File: src/hw/rtl/gsbf_pkg.sv
package gsbf_pkg;

   parameter int MAX_BLOCK_BYTES = 255;
   parameter int BLOCK_CAP_BITS  = MAX_BLOCK_BYTES * 8;
   parameter int CAP_W           = $clog2(BLOCK_CAP_BITS + 8);

   parameter int FIFO_DEPTH = 4;
   parameter int FIFO_PTR_W = $clog2(FIFO_DEPTH);
   parameter int FIFO_CNT_W = $clog2(FIFO_DEPTH + 1);

   parameter logic [7:0] CODE_SIZE_RESET = 8'd8;

   parameter logic CSR_CODE_SIZE  = 1'b0;
   parameter logic CSR_TOTAL_BITS = 1'b1;

   parameter logic [1:0] ROLE_CODE_SIZE  = 2'd0;
   parameter logic [1:0] ROLE_BLOCK_LEN  = 2'd1;
   parameter logic [1:0] ROLE_DATA       = 2'd2;
   parameter logic [1:0] ROLE_TERMINATOR = 2'd3;

   parameter logic KIND_START = 1'b0;

   typedef struct packed {
      logic [7:0] value;
      logic [1:0] role;
   } result_type;

   // One queue entry holds every beat that a single item produces.
   typedef struct packed {
      logic       two;
      result_type first;
      result_type second;
   } entry_type;

   function automatic logic [7:0] block_length(input logic [31:0] rem);
      logic [CAP_W-1:0] rounded;
      rounded = CAP_W'(rem) + CAP_W'(7);
      if (rem > 32'(BLOCK_CAP_BITS)) begin
         return 8'(MAX_BLOCK_BYTES);
      end
      return 8'(rounded >> 3);
   endfunction

endpackage

File: src/hw/rtl/gif_sub_block_framer_unit.sv
// GIF data sub-block framer.
// Input channel (req_push / req_full): one beat is either a frame start
// (req_kind low) or one compressed bit (req_kind high, bit on req_data_bit).
// Result channel (rsp_empty / rsp_pop): one beat per stream byte with its role
// (code size, block length, data, terminator); rsp_last marks the final beat
// that an input beat caused.
// Configuration (csr_we / csr_index / csr_wdata): code size at index 0 and the
// frame's bit count at index 1, which the user writes only while the block is
// idle; the block itself does not enforce this.
// Latency: a result is on the result ports from the edge after the one that
// accepts the beat that caused it, when the result side is drained. Throughput:
// one input beat per cycle while req_full is low; a beat with two results holds
// the back part for both, so a long run of them fills the four-entry queue
// between the front and back parts, then enters as the back part drains.
// Data bits that do not complete a byte cause no result, but like every beat
// they wait while req_full is high. Reset clears the frame state, empties the
// queue and restores code size 8 and a bit count of zero. When the receiver
// stops popping, the queue fills and req_full rises; nothing is dropped.
module gif_sub_block_framer_unit (
   input  logic        clock,
   input  logic        reset,
   input  logic        req_push,
   output logic        req_full,
   input  logic        req_kind,
   input  logic        req_data_bit,
   output logic        rsp_empty,
   input  logic        rsp_pop,
   output logic [7:0]  rsp_out_byte,
   output logic [1:0]  rsp_byte_role,
   output logic        rsp_last,
   input  logic        csr_we,
   input  logic        csr_index,
   input  logic [31:0] csr_wdata
);
   import gsbf_pkg::*;

   entry_type push_data, head;
   logic      push, pop, q_full, q_empty;

   gsbf_front u_front (
      .clock        (clock),
      .reset        (reset),
      .req_push     (req_push),
      .req_kind     (req_kind),
      .req_data_bit (req_data_bit),
      .csr_we       (csr_we),
      .csr_index    (csr_index),
      .csr_wdata    (csr_wdata),
      .q_full       (q_full),
      .q_push       (push),
      .q_data       (push_data)
   );

   gsbf_fifo u_fifo (
      .clock     (clock),
      .reset     (reset),
      .push      (push),
      .push_data (push_data),
      .pop       (pop),
      .head      (head),
      .full      (q_full),
      .empty     (q_empty)
   );

   gsbf_back u_back (
      .clock         (clock),
      .reset         (reset),
      .q_head        (head),
      .q_empty       (q_empty),
      .q_pop         (pop),
      .rsp_pop       (rsp_pop),
      .rsp_empty     (rsp_empty),
      .rsp_out_byte  (rsp_out_byte),
      .rsp_byte_role (rsp_byte_role),
      .rsp_last      (rsp_last)
   );

   assign req_full = q_full;

endmodule

File: src/hw/rtl/gsbf_front.sv
module gsbf_front (
   input  logic                clock,
   input  logic                reset,
   input  logic                req_push,
   input  logic                req_kind,
   input  logic                req_data_bit,
   input  logic                csr_we,
   input  logic                csr_index,
   input  logic [31:0]         csr_wdata,
   input  logic                q_full,
   output logic                q_push,
   output gsbf_pkg::entry_type q_data
);
   import gsbf_pkg::*;

   logic [7:0]  code_size_ff;
   logic [31:0] total_bits_ff;
   logic [31:0] rem_ff, rem_in;
   logic [7:0]  acc_ff, acc_in;
   logic [2:0]  pos_ff, pos_in;
   logic [7:0]  bib_ff, bib_in;
   logic        in_frame_ff, in_frame_in;

   logic        accept;
   logic [7:0]  acc_new;
   logic [7:0]  bib_dec;
   logic [31:0] rem_dec;
   logic        final_bit;

   assign accept    = req_push & ~q_full;
   assign acc_new   = acc_ff | (8'(req_data_bit) << pos_ff);
   assign bib_dec   = bib_ff - 8'd1;
   assign rem_dec   = rem_ff - 32'd1;
   assign final_bit = (rem_ff == 32'd1);

   always_comb begin
      rem_in      = rem_ff;
      acc_in      = acc_ff;
      pos_in      = pos_ff;
      bib_in      = bib_ff;
      in_frame_in = in_frame_ff;
      q_push      = 1'b0;
      q_data      = '0;
      if (accept) begin
         if (req_kind == KIND_START) begin
            q_push       = 1'b1;
            q_data.two   = 1'b1;
            q_data.first = '{value: code_size_ff, role: ROLE_CODE_SIZE};
            acc_in       = '0;
            pos_in       = '0;
            rem_in       = total_bits_ff;
            if (total_bits_ff == 32'd0) begin
               q_data.second = '{value: 8'd0, role: ROLE_TERMINATOR};
               bib_in        = '0;
               in_frame_in   = 1'b0;
            end else begin
               bib_in        = block_length(total_bits_ff);
               q_data.second = '{value: block_length(total_bits_ff), role: ROLE_BLOCK_LEN};
               in_frame_in   = 1'b1;
            end
         end else if (in_frame_ff) begin
            rem_in = rem_dec;
            if (pos_ff == 3'd7 || final_bit) begin
               q_push       = 1'b1;
               q_data.first = '{value: acc_new, role: ROLE_DATA};
               acc_in       = '0;
               pos_in       = '0;
               if (final_bit) begin
                  q_data.two    = 1'b1;
                  q_data.second = '{value: 8'd0, role: ROLE_TERMINATOR};
                  bib_in        = '0;
                  in_frame_in   = 1'b0;
               end else if (bib_dec == 8'd0) begin
                  // The block is full, so a new length beat opens the next one.
                  q_data.two    = 1'b1;
                  bib_in        = block_length(rem_dec);
                  q_data.second = '{value: block_length(rem_dec), role: ROLE_BLOCK_LEN};
               end else begin
                  bib_in = bib_dec;
               end
            end else begin
               acc_in = acc_new;
               pos_in = pos_ff + 3'd1;
            end
         end
      end
   end

   always_ff @(posedge clock) begin
      if (reset) begin
         code_size_ff  <= CODE_SIZE_RESET;
         total_bits_ff <= '0;
         rem_ff        <= '0;
         acc_ff        <= '0;
         pos_ff        <= '0;
         bib_ff        <= '0;
         in_frame_ff   <= 1'b0;
      end else begin
         if (csr_we) begin
            unique case (csr_index)
               CSR_CODE_SIZE:  code_size_ff  <= csr_wdata[7:0];
               CSR_TOTAL_BITS: total_bits_ff <= csr_wdata;
               default: ;
            endcase
         end
         rem_ff      <= rem_in;
         acc_ff      <= acc_in;
         pos_ff      <= pos_in;
         bib_ff      <= bib_in;
         in_frame_ff <= in_frame_in;
      end
   end

endmodule

File: src/hw/rtl/gsbf_fifo.sv
module gsbf_fifo (
   input  logic                clock,
   input  logic                reset,
   input  logic                push,
   input  gsbf_pkg::entry_type push_data,
   input  logic                pop,
   output gsbf_pkg::entry_type head,
   output logic                full,
   output logic                empty
);
   import gsbf_pkg::*;

   entry_type             slot_ff [FIFO_DEPTH];
   logic [FIFO_PTR_W-1:0] wr_ff, wr_in;
   logic [FIFO_PTR_W-1:0] rd_ff, rd_in;
   logic [FIFO_CNT_W-1:0] cnt_ff, cnt_in;
   logic                  do_push, do_pop;

   assign full    = (cnt_ff == FIFO_CNT_W'(FIFO_DEPTH));
   assign empty   = (cnt_ff == '0);
   assign do_push = push & ~full;
   assign do_pop  = pop & ~empty;
   assign head    = slot_ff[rd_ff];

   always_comb begin
      wr_in  = do_push ? FIFO_PTR_W'((32'(wr_ff) + 1) % FIFO_DEPTH) : wr_ff;
      rd_in  = do_pop  ? FIFO_PTR_W'((32'(rd_ff) + 1) % FIFO_DEPTH) : rd_ff;
      cnt_in = cnt_ff + FIFO_CNT_W'(do_push) - FIFO_CNT_W'(do_pop);
   end

   always_ff @(posedge clock) begin
      if (do_push) begin
         slot_ff[wr_ff] <= push_data;
      end
   end

   always_ff @(posedge clock) begin
      if (reset) begin
         wr_ff  <= '0;
         rd_ff  <= '0;
         cnt_ff <= '0;
      end else begin
         wr_ff  <= wr_in;
         rd_ff  <= rd_in;
         cnt_ff <= cnt_in;
      end
   end

endmodule

File: src/hw/rtl/gsbf_back.sv
module gsbf_back (
   input  logic                clock,
   input  logic                reset,
   input  gsbf_pkg::entry_type q_head,
   input  logic                q_empty,
   output logic                q_pop,
   input  logic                rsp_pop,
   output logic                rsp_empty,
   output logic [7:0]          rsp_out_byte,
   output logic [1:0]          rsp_byte_role,
   output logic                rsp_last
);
   import gsbf_pkg::*;

   entry_type  cur_ff, cur_in;
   logic       sel_ff, sel_in;
   logic       valid_ff, valid_in;
   logic       take, to_second, need_load;
   result_type shown;

   assign take      = rsp_pop & valid_ff;
   assign to_second = take & cur_ff.two & ~sel_ff;
   assign need_load = ~valid_ff | (take & ~to_second);
   assign q_pop     = need_load & ~q_empty;

   always_comb begin
      cur_in   = cur_ff;
      sel_in   = sel_ff;
      valid_in = valid_ff;
      if (to_second) begin
         sel_in = 1'b1;
      end else if (need_load) begin
         cur_in   = q_head;
         sel_in   = 1'b0;
         valid_in = ~q_empty;
      end
   end

   assign shown         = sel_ff ? cur_ff.second : cur_ff.first;
   assign rsp_empty     = ~valid_ff;
   assign rsp_out_byte  = shown.value;
   assign rsp_byte_role = shown.role;
   assign rsp_last      = sel_ff | ~cur_ff.two;

   always_ff @(posedge clock) begin
      cur_ff <= cur_in;
      if (reset) begin
         sel_ff   <= 1'b0;
         valid_ff <= 1'b0;
      end else begin
         sel_ff   <= sel_in;
         valid_ff <= valid_in;
      end
   end

endmodule

File: config.mk
export PLATFORM = sky130hd
export DESIGN_NAME = gif_sub_block_framer_unit
export DESIGN_NICKNAME = d
export VERILOG_FILES = /design/src/hw/rtl/gsbf_pkg.sv /design/src/hw/rtl/gif_sub_block_framer_unit.sv /design/src/hw/rtl/gsbf_front.sv /design/src/hw/rtl/gsbf_fifo.sv /design/src/hw/rtl/gsbf_back.sv
export SDC_FILE = /design/constraint.sdc
export NUM_CORES = 1
export LEC_CHECK = 0
export BUFFER_PORTS_ARGS = -buffer_cell sky130_fd_sc_hd__buf_2
export CELL_PAD_IN_SITES_DETAIL_PLACEMENT = 1
export CELL_PAD_IN_SITES_GLOBAL_PLACEMENT = 2
export CORE_MARGIN = 2
export CORE_UTILIZATION = 40
export CTS_BUF_LIST = sky130_fd_sc_hd__clkbuf_4
export CTS_CLUSTER_DIAMETER = 120
export DETAILED_ROUTE_END_ITERATION = 12
export PLACE_DENSITY = 0.85
export REMOVE_ABC_BUFFERS = 1
export SKIP_CTS_REPAIR_TIMING = 1
export SLEW_MARGIN = 20
export SYNTH_ARGS = -nofsm -noshare
export SYNTH_HDL_FRONTEND = slang
export SYNTH_SLANG_ARGS = --single-unit
File: constraint.sdc
create_clock -name clock -period 4.4 [get_ports clock]
set_input_delay 0.22 -clock clock [delete_from_list [all_inputs] [get_ports clock]]
set_output_delay 0.22 -clock clock [all_outputs]
set_load 0.005 [all_outputs]
==> impl_metrics.csv <==
group,metric,value,unit
placement,place_congestion,0.893,
global_route,track_usage,21.9,%
routing,vias_per_cell,5.64,
critical_path,r2r_cells,10,
clock_tree,clkTransAtPathRegs,190,ps
critical_path,crit_type,"register to register",
outcome,outcome,"completed",
critical_path,startpoint,"u_front.rem_ff[0]$_SDFFE_PP0P_",
min_path,holdPathEnd,"u_front.code_size_ff[4]$_SDFFE_PP0P_",
sta,worstMarginPinSlew,1050,ps
min_path,hold-path-cell-count,4,
synth,synth_ff_type,"dfxtp_1",
placement,placed_area,10200,um^2
sta,slew_headroom,29.7,%
power_and_ir_drop,p_per_area,485,nW/um^2
global_route,grt_pass1_wl,44000,um
finish,drive_above_1_share,14.2,%
sta,hold_slack,9.16,ps
power_and_ir_drop,leakage,3.88,nW
synth,synthCells,1002,
synth,yosys_warnings,0,
clock_tree,cts_sinks,196,
sta,clock_skew,35.1,ps
routing,drc,0,
clock_tree,clk_path_buf_depth,2,
floorplanning,fp.dieH,160,um
synth,synth_area_leader_cell,"edfxtp_1",
critical_path,critPathRequiredTime,4720,ps
clock_tree,clock_latency,620,ps
synth,netlist_area,9690,um^2
power_and_ir_drop,ir_drop,0.000250,V
critical_path,crit_fanout,11,
finish,area_growth,12.7,%
synth,synth.avg_cell_area,9.67,um^2
synth,synth_area_leaders,"edfxtp_1, dfxtp_1, nand2_1",
global_route,grt_max_degree,59,
finish,final_area,10900,um^2
sta,fmax,0.251,GHz
sta,finalCritPeriodShare,90.6,%
floorplanning,die_w,160,um
synth,seq_area_frac_synth,50.3,%
routing,drtPass1Iterations,5,
finish,fillers,2728,
routing,via_count,7839,
sta,slew_violations,0,
job,drv_cap,0,
critical_path,critPathSlowestCell,"o41ai_1",
routing,ant_nets,0,
global_route,grt_pass1_vias,7849,
critical_path,crit_path_cell_trace,"inv_1 > ha_1 > nor3b_2 > nand3_1 > o41ai_1 > and3_1 > nor4b_1 > nand4_4 > nor2_1 > o21ai_0",
synth,synth-edff-count,95,
critical_path,cpPeakStageDelay,630,ps
synth,synthDistinctLibCells,77,
sta,finalHoldViolCount,0,
routing,drt-initial-drc-count,472,
critical_path,startpoint_type,"register",
clock_tree,clockRootBuffer,"clkbuf_4",
floorplanning,num_rows,56,
placement,post-dp-hpwl,19200,um
sta,rsz0062_at_grt,"false",
synth,ys_ff_latch,196,
floorplanning,coreArea,23600,um^2
clock_tree,numCtsBuffers,17,
floorplanning,ioPinCount,53,
sta,setup_viol,0,
finish,final_nets,1109,
sta,fin_crit,3990,ps
floorplanning,start_util,41.0,%
critical_path,r2r_end,"u_fifo.slot_ff[1][2]$_DFFE_PP_",
power_and_ir_drop,finalPower,5.29,mW
critical_path,critPathCaptureType,"register",
routing,wl_per_cell,19.8,um
placement,portBuffers,52,
critical_path,reg2reg_slack,410,ps
floorplanning,die-area,25500,um^2
clock_tree,cts_tree,"yes",
critical_path,reg2reg_from,"u_front.rem_ff[0]$_SDFFE_PP0P_",
synth,async_flop_share,0,%
min_path,min_from,"csr_index",
clock_tree,htree_levels,4,
synth,synth.top_cell.area_share,29.5,%
global_route,antenna_found_initial,1,
routing,totalWireLength,27500,um
sta,setup_tns,0,ps
min_path,hp-class,"primary input to register",
critical_path,arrival,4310,ps
global_route,overflow,0,
## worst max-delay path, delay by kind of cell, from the launching register on
| kind | cells | cell delay, ps |
|---|---|---|
| AND/OR/NAND/NOR | 6 | 2060 |
| AO/OA/AOI/OAI | 2 | 780 |
| flip-flops | 1 | 430 |
| adder cells (fa/ha/maj) | 1 | 290 |
| buffers and inverters | 1 | 130 |
## sequential cells by signal, indices dropped and copies added, names as in the netlist
register,cells
u_front.acc_ff,8
u_back.valid_ff,1
u_fifo.rd_ff,2
u_front.rem_ff,32
u_front.code_size_ff,8
u_back.sel_ff,1
u_front.pos_ff,3
u_fifo.slot_ff,76
u_back.cur_ff,19
u_front.total_bits_ff,32
u_front.bib_ff,8
u_fifo.cnt_ff,3
u_front.in_frame_ff,1
u_fifo.wr_ff,2
## layout by cell type (no fill, tap or decap), types with 18 or more instances in the layout
master | synthesis | routed
nand2_1 | 146 | 145
nor2_1 | 107 | 107
dfxtp_1 | 101 | 100
a21oi_1 | 97 | 97
edfxtp_1 | 95 | 95
buf_2 | 3 | 51
dlygate4sd3_1 | 0 | 35
o21ai_0 | 33 | 32
nor3_1 | 31 | 31
inv_1 | 19 | 19
a211oi_1 | 19 | 19
xnor2_1 | 19 | 19
mux4_2 | 19 | 19
buf_4 | 0 | 18
## final cells by class
| class | instances | area (um^2) | area share (%) |
|---|---|---|---|
| multi-input cells | 718 | 4480 | 41.0 |
| clock inverters | 15 | 218 | 1.99 |
| diodes | 1 | 2.50 | 0.0229 |
| inverters | 19 | 71.3 | 0.654 |
| clock buffers | 17 | 128 | 1.17 |
| well taps | 319 | 399 | 3.66 |
| flip-flops and latches | 196 | 4880 | 44.7 |
| repair buffers | 104 | 741 | 6.79 |
## cell usage after synthesis, types with 4 or more instances
cell type	count
nand2_1	146
nor2_1	107
dfxtp_1	101
a21oi_1	97
edfxtp_1	95
clkbuf_1	59
o21ai_0	33
nor3_1	31
a211oi_1	19
inv_1	19
mux4_2	19
xnor2_1	19
nor4_1	17
xor2_1	15
nor2b_1	14
ha_1	12
nand3_1	11
a22oi_1	10
or3_1	10
mux2_2	9
nand4_1	9
and2_1	8
a31oi_1	7
nor3b_1	7
o22ai_1	7
or4_1	7
a21o_1	6
nand2b_1	6
and3_1	5
buf_1	5
o211ai_1	5
o21ai_1	5
a221oi_1	4
mux2i_1	4
o21a_1	4
## report_power, final
part | switching, mW | internal, mW
logic | 1.07 | 0.755
registers | 0.222 | 2.15
clock network | 0.788 | 0.302
## metrics by stage
stage | setup WS, ps | util, % | std cells
2_1_floorplan | -1550 | - | 933
3_3_place_gp | 800 | 43.2 | 1321
3_5_place_dp | 600 | 43.2 | 1321
4_1_cts | 528 | 44.7 | 1353
5_1_grt | 148 | 46.2 | 1389
6_report | 412 | 46.2 | 1389
## routing by layer
metal  GRT usage (%)  part of all wire [%]  routed length [um]
met1            28.6                    45               12400
met2            37.1                    49               13600
met3            4.06                   3.6                 993
met4            6.40                   2.0                 557
met5               0                     0                   0
## kinds of logic after synthesis
group           count (synthesis)  share of synthesized area, %
xor+xnor                       34                          3.07
compound gates                239                          15.6
fa+ha+maj                      13                          1.76
mux                            32                          5.88
simple gates                  400                          19.8
buf+inv                        88                          3.54
flops                         196                          50.3
## how the worst max path moves through the flow
stage                                           endpoint
final                     u_fifo.slot_ff[1][2]$_DFFE_PP_
after global routing      u_fifo.slot_ff[2][3]$_DFFE_PP_
after CTS                 u_fifo.slot_ff[1][2]$_DFFE_PP_
after detailed placement  u_fifo.slot_ff[3][3]$_DFFE_PP_
after global placement    u_fifo.slot_ff[0][2]$_DFFE_PP_
after floorplan              u_fifo.cnt_ff[2]$_SDFF_PP0_
Note: power is estimated with default switching activity, not from simulation.
